<file path="config.mk">
export PLATFORM = sky130hd
export DESIGN_NAME = nsq_ctrl
export DESIGN_NICKNAME = d
export VERILOG_FILES = /design/src/hw/rtl/nsq_pkg.sv /design/src/hw/rtl/nsq_ctrl.sv
export SDC_FILE = /design/constraint.sdc
export NUM_CORES = 1
export LEC_CHECK = 0
export ABC_CLOCK_PERIOD_IN_PS = 2800
export BUFFER_PORTS_ARGS = -buffer_cell sky130_fd_sc_hd__buf_2
export CORE_AREA = 3 3 40 42
export DETAILED_ROUTE_END_ITERATION = 10
export DIE_AREA = 0 0 43 45
export PLACE_DENSITY = 0.78
export SYNTH_ARGS = -nofsm -noshare
export SYNTH_HDL_FRONTEND = slang
export SYNTH_SLANG_ARGS = --single-unit
</file>
<file path="constraint.sdc">
create_clock -name clk -period 2.8 [get_ports clk]
set_input_delay 0.42 -clock clk [delete_from_list [all_inputs] [get_ports clk]]
set_output_delay 0.42 -clock clk [all_outputs]
set_load 0.01 [all_outputs]
</file>
<file path="src/hw/rtl/nsq_pkg.sv">
// Shared types, constants and helper functions of the nine-slice quad generator.
// Used by the controller, the datapath, the top level and the port checker.
`timescale 1ns / 1ps

package nsq_pkg;

  // Field widths.
  localparam int POS_W      = 24;
  localparam int SIZE_W     = 23;
  localparam int UV_W       = 16;
  localparam int TEX_W      = 16;
  localparam int COLOR_W    = 32;
  localparam int VTX_W      = 6;
  localparam int CFG_IDX_W  = 3;
  localparam int CFG_DATA_W = 64;
  localparam int FLAG_W     = 4;
  localparam int IN_DATA_W  = 96;
  localparam int OUT_DATA_W = 136;
  localparam int OUT_NUM_LSB = 128;

  // Working widths for edge arithmetic before saturation.
  localparam int EDGE_W  = 26;
  localparam int UVSUM_W = 19;
  localparam int PROD_W  = 24;

  // Image modes.
  localparam logic [1:0] MODE_OFF  = 2'd0;
  localparam logic [1:0] MODE_QUAD = 2'd1;
  localparam logic [1:0] MODE_NINE = 2'd2;

  // Configuration register indexes.
  localparam logic [CFG_IDX_W-1:0] REG_IMAGE_MODE   = 3'd0;
  localparam logic [CFG_IDX_W-1:0] REG_UV_RECT      = 3'd1;
  localparam logic [CFG_IDX_W-1:0] REG_UV_MARGINS   = 3'd2;
  localparam logic [CFG_IDX_W-1:0] REG_EDGE_RATIOS  = 3'd3;
  localparam logic [CFG_IDX_W-1:0] REG_FIT_RATIO    = 3'd4;
  localparam logic [CFG_IDX_W-1:0] REG_BORDER_SIZE  = 3'd5;
  localparam logic [CFG_IDX_W-1:0] REG_TEXTURE_SLOT = 3'd6;
  localparam logic [CFG_IDX_W-1:0] REG_FILL_COLOR   = 3'd7;

  // Update flag positions in in_tuser.
  localparam int FLAG_TRANSFORM = 0;
  localparam int FLAG_SPRITE    = 1;
  localparam int FLAG_BORDER    = 2;
  localparam int FLAG_COLOR     = 3;

  localparam logic [VTX_W-1:0] MUL_LAST = 6'd3;
  localparam logic [VTX_W-1:0] QUAD_LAST = 6'd3;

  typedef enum logic [2:0] {
    ST_IDLE,
    ST_MUL,
    ST_EDGE,
    ST_WRITE,
    ST_EMIT
  } nsq_state_t;

  typedef struct packed {
    logic             capture;
    logic             mul_en;
    logic [1:0]       mul_sel;
    logic             edge_en;
    logic             wr_en;
    logic             rd_en;
    logic             rd_last;
    logic [VTX_W-1:0] addr;
  } nsq_cmd_t;

  typedef struct packed {
    logic [1:0] mode;
    logic       rd_free;
    logic       run_done;
  } nsq_sts_t;

  // Saturate a wide signed edge to the signed position range.
  function automatic logic [POS_W-1:0] sat_pos(input logic signed [EDGE_W-1:0] v);
    logic [POS_W-1:0] res;
    if (v > $signed(EDGE_W'(24'sh7FFFFF))) begin
      res = 24'h7FFFFF;
    end else if (v < -$signed(EDGE_W'(26'sh0800000))) begin
      res = 24'h800000;
    end else begin
      res = v[POS_W-1:0];
    end
    return res;
  endfunction

  // Saturate a signed texture coordinate sum to unorm16.
  function automatic logic [UV_W-1:0] sat_uv(input logic signed [UVSUM_W-1:0] v);
    logic [UV_W-1:0] res;
    if (v[UVSUM_W-1]) begin
      res = '0;
    end else if (v[UVSUM_W-2:UV_W] != '0) begin
      res = 16'hFFFF;
    end else begin
      res = v[UV_W-1:0];
    end
    return res;
  endfunction

  // Edge indexes of a vertex: quads run column-major, three rows per column,
  // and the corners of a quad go (0,0) (0,1) (1,1) (1,0).
  // Returns {x edge, y edge}.
  function automatic logic [3:0] corner_edges(input logic [VTX_W-1:0] vtx);
    logic [3:0] quad;
    logic [1:0] col;
    logic [1:0] row;
    quad = vtx[5:2];
    if (quad < 4'd3) begin
      col = 2'd0;
      row = quad[1:0];
    end else if (quad < 4'd6) begin
      col = 2'd1;
      row = 2'(quad - 4'd3);
    end else begin
      col = 2'd2;
      row = 2'(quad - 4'd6);
    end
    return {2'(col + {1'b0, vtx[1]}), 2'(row + {1'b0, vtx[1] ^ vtx[0]})};
  endfunction

endpackage

</file>
<file path="src/hw/rtl/nsq_ctrl.sv">
// Controller of the nine-slice quad generator: sequences multiply, edge,
// store-write and emit phases. Depends on nsq_pkg.
`timescale 1ns / 1ps

module nsq_ctrl #(
  parameter int MAX_VERTICES = 36
) (
  input  logic              clk,
  input  logic              rst_n,
  input  logic              in_tvalid,
  output logic              in_tready,
  input  nsq_pkg::nsq_sts_t sts,
  output nsq_pkg::nsq_cmd_t cmd
);

  localparam logic [nsq_pkg::VTX_W-1:0] NINE_LAST = nsq_pkg::VTX_W'(MAX_VERTICES - 1);

  nsq_pkg::nsq_state_t state_r, state_nxt;
  logic [nsq_pkg::VTX_W-1:0] cnt_r, cnt_nxt;
  logic issued_r, issued_nxt;
  logic [nsq_pkg::VTX_W-1:0] last_idx;
  logic rd_issue;
  logic mode_on;

  assign last_idx = (sts.mode == nsq_pkg::MODE_QUAD) ? nsq_pkg::QUAD_LAST : NINE_LAST;
  assign mode_on  = (sts.mode == nsq_pkg::MODE_QUAD) || (sts.mode == nsq_pkg::MODE_NINE);
  // A store read goes out whenever the read-data slot will be free next cycle.
  assign rd_issue = (state_r == nsq_pkg::ST_EMIT) && sts.rd_free && !issued_r;

  always_ff @(posedge clk) begin
    if (!rst_n) begin
      state_r  <= nsq_pkg::ST_IDLE;
      cnt_r    <= '0;
      issued_r <= 1'b0;
    end else begin
      state_r  <= state_nxt;
      cnt_r    <= cnt_nxt;
      issued_r <= issued_nxt;
    end
  end

  always_comb begin
    state_nxt  = state_r;
    cnt_nxt    = cnt_r;
    issued_nxt = issued_r;
    unique case (state_r)
      nsq_pkg::ST_IDLE: begin
        cnt_nxt    = '0;
        issued_nxt = 1'b0;
        if (in_tvalid && mode_on) begin
          state_nxt = nsq_pkg::ST_MUL;
        end
      end
      nsq_pkg::ST_MUL: begin
        if (cnt_r == nsq_pkg::MUL_LAST) begin
          cnt_nxt   = '0;
          state_nxt = nsq_pkg::ST_EDGE;
        end else begin
          cnt_nxt = cnt_r + 1'b1;
        end
      end
      nsq_pkg::ST_EDGE: begin
        state_nxt = nsq_pkg::ST_WRITE;
      end
      nsq_pkg::ST_WRITE: begin
        if (cnt_r == last_idx) begin
          cnt_nxt   = '0;
          state_nxt = nsq_pkg::ST_EMIT;
        end else begin
          cnt_nxt = cnt_r + 1'b1;
        end
      end
      nsq_pkg::ST_EMIT: begin
        if (rd_issue) begin
          cnt_nxt = cnt_r + 1'b1;
          if (cnt_r == last_idx) begin
            issued_nxt = 1'b1;
          end
        end
        if (sts.run_done) begin
          state_nxt = nsq_pkg::ST_IDLE;
        end
      end
      default: begin
        state_nxt = nsq_pkg::ST_IDLE;
      end
    endcase
  end

  always_comb begin
    in_tready   = 1'b0;
    cmd         = '0;
    cmd.addr    = cnt_r;
    cmd.mul_sel = cnt_r[1:0];
    cmd.rd_last = (cnt_r == last_idx);
    unique case (state_r)
      nsq_pkg::ST_IDLE: begin
        in_tready   = 1'b1;
        cmd.capture = in_tvalid;
      end
      nsq_pkg::ST_MUL:   cmd.mul_en  = 1'b1;
      nsq_pkg::ST_EDGE:  cmd.edge_en = 1'b1;
      nsq_pkg::ST_WRITE: cmd.wr_en   = 1'b1;
      nsq_pkg::ST_EMIT:  cmd.rd_en   = rd_issue;
      default: begin
        in_tready = 1'b0;
      end
    endcase
  end

endmodule

</file>
==> impl_metrics.py <==
metrics = {
    "floorplan": {
        "die_w_um": 43,
        "num_rows": 13,
        "initial_core_util_pct": 51.4,
        "core_mm2": 0.00128,
        "dieArea_mm2": 0.00194,
        "dieHeight_um": 45,
        "io_pins": 22,
    },
    "route": {
        "via_count": 580,
        "routedWlPerCell_um": 13.0,
        "first_pass_iters": 4,
        "drtIter0Drc": 13,
        "wl_um": 1390,
        "antenna_left": 0,
        "viasPerCell": 5.42,
        "drc_errors": 0,
    },
    "timing": {
        "finalCritPeriodShare_pct": 73.4,
        "slew_violations": 0,
        "fmax_mhz": 487,
        "setup_viol": 0,
        "finalCriticalPeriod_ns": 2.05,
        "hold_viol": 0,
        "max_slew_margin_pct": 45.4,
        "final.setup.tns_ns": 0,
        "rsz0062_at_grt": "false",
        "fin_skew_ns": 0.00229,
        "tightestPinTransition_ns": 0.798,
    },
    "power_and_ir_drop": {
        "total_leakage_power_uw": 0.000350,
        "p_sw_uw": 72.7,
        "clock_power_share_pct": 34.1,
        "p_int_uw": 210,
        "seqPwrFrac_pct": 52.6,
        "vdd_drop_max_uv": 203,
        "power_switching_share_pct": 25.7,
        "powerDensity_mw_per_mm2": 369,
        "combPwrFrac_pct": 13.3,
        "power_uw": 283,
    },
    "synthesis": {
        "synth-warning-count": 0,
        "synth_fa_ha_area_share_pct": 3.79,
        "netlist_instances": 74,
        "async_flop_share_pct": 0,
        "synth-simple-area-share_pct": 29.4,
        "synthFlopType": "dfxtp_1",
        "syn-cell-area_um2": 661,
        "ys_seq_area_share_pct": 30.3,
        "synth-seq-cells": 10,
        "synth_nets": 83,
        "synth_compound_gate_area_share_pct": 18.8,
        "syn_avg_cell_area_um2": 8.93,
        "synth-xor-area-share_pct": 6.63,
        "ys_types": 33,
        "synth_edf_count": 0,
        "synth_top_family_by_area": "simple AND/OR/NAND/NOR gates",
        "synthMuxAreaShare_pct": 1.52,
    },
    "clocking": {
        "cts_buffers": 3,
        "cts_tree": "done",
        "ctsHtreeMaxLevel": 1,
        "clock-sinks": 10,
        "ctsHoldBuffers": 0,
        "cts_buffer_depth": 2,
        "insertion_delay_ns": 0.27,
        "clk_pin_slew_ns": 0.06,
        "cts_setup_buffers": 0,
        "root_buffer": "clkbuf_4",
        "cts_resized": 0,
    },
    "layout": {
        "nFillCells": 134,
        "syn_to_final_growth_pct": 15.9,
        "diodes": 0,
        "area.sequential_um2": 200,
        "drive_gt1_share_pct": 33.7,
        "nNetsFinal": 103,
        "multi_input_area_um2": 397,
        "stdcell_area_um2": 766,
        "final_util_pct": 59.6,
    },
    "global_route": {
        "overflow": 0,
        "grt_pass1_wl_um": 2350,
        "grt_max_degree": 15,
        "grt_pass1_vias": 540,
        "antenna_found_initial": 0,
        "grt.total_usage_pct": 16.3,
    },
    "worst_setup_path": {
        "criticalPathCategory": "flip-flop to primary output",
        "end_kind": "primary output",
        "worstPathArrival_ns": 1.63,
        "cp.required_ns": 2.38,
        "path_max_fanout": 7,
        "start_kind": "flip-flop",
    },
    "min_path": {
        "hp-class": "input port to flip-flop",
    },
    "placement": {
        "place_hpwl_um": 1040,
        "portBuffers": 21,
        "dpl_cell_area_um2": 743,
        "gp_congestion": 0.775,
    },
    "flow_run": {
        "cap_viol_max_count": 0,
    },
    "outcome": {
        "status": "completed",
    },
}
worst max-delay path, cell delays in order (launching register included):
cell and delay (ns):
dfxtp_1 0.41, ha_1 0.22, nor4b_4 0.36, nand2_1 0.14
inv_1 0.10, buf_2 0.14
cells in the final DEF, fill, tap and decap left out:
cell and instances:
buf_2 21, dfxtp_1 10, inv_1 6, nor3_1 6
nand2_1 4, nor2_1 4, nand3_1 4, xnor2_1 4
a211oi_1 4, clkbuf_4 3, nor3b_1 2, nor2b_1 2
nand4_1 2, ha_1 2, and3b_1 1, xor2_1 1
nor4b_4 1, and4b_1 1, and2_1 1, a31oi_2 1
or3b_4 1, and2b_1 1, a21oi_1 1, mux2i_1 1
a211oi_4 1, a31o_2 1, a211oi_2 1, a31oi_1 1
a2111oi_0 1, o221a_2 1, nand2b_1 1, a32oi_1 1
area by class of cell:
cell class	instances	area share [%]
inverters	6	2.94
flip-flops and latches	10	26.1
multi-input cells	52	51.8
clock buffers	3	2.94
repair buffers	21	13.7
well taps	15	2.45
power groups by stage:
stage | registers [µW] | clock network [µW] | logic [µW]
6_report | 149 | 96.4 | 37.6
5_1_grt | 149 | 106 | 41.9
4_1_cts | 149 | 98.7 | 37.9
3_5_place_dp | 152 | 0 | 37.4
3_3_place_gp | 152 | 0 | 36.6
2_1_floorplan | 150 | 0 | 28.5
cells in the mapped netlist, drive strengths merged (4+ instances only):
cell     n  area, µm²
inv      6       22.5
nand3    4       20.0
a211oi   6       62.6
nor2     4       15.0
xnor2    4       35.0
buf      4       33.8
dfxtp   10        200
nor3     6       30.0
nand2    4       15.0
worst paths after layout:
| path | from | endpoint | slack (ns) | cells after the start |
|---|---|---|---|---|
| hold / removal | rst_n | state_r[2] | 0.42 | 2 |
| setup / recovery | cnt_r[0] | cmd[6] | 0.75 | 5 |
| hold reg to reg | issued_r | issued_r | 0.55 | 2 |
| setup reg to reg | state_r[2] | state_r[2] | 0.82 | 4 |
metal layers:
metal	GRT usage [%]	vias up	share of wire, %
met3	6.77	2	5.6
met5	0	-	0
met1	19.4	261	47
met4	6.63	0	1.0
met2	26.0	15	47
li1	-	302	-
registers in the layout (all words and copies together) (netlist names):
| name | cells |
|---|---|
| state_r | 3 |
| cnt_r | 6 |
| issued_r | 1 |
metrics by stage:
stage,hold slack (ns),setup WS [ns],std cells
5_1_grt,0.421,0.647,107
3_3_place_gp,0.541,0.841,104
3_5_place_dp,0.542,0.773,104
4_1_cts,0.420,0.750,107
2_1_floorplan,0.502,1.01,74
6_report,0.422,0.745,107
kinds of logic after synthesis:
| family | Yosys count |
|---|---|
| compound gates | 13 |
| flops | 10 |
| mux | 1 |
| simple gates | 31 |
| xor+xnor | 5 |
| buf+inv | 12 |
| fa+ha+maj | 2 |
Note: power is estimated with default switching activity, not from simulation.
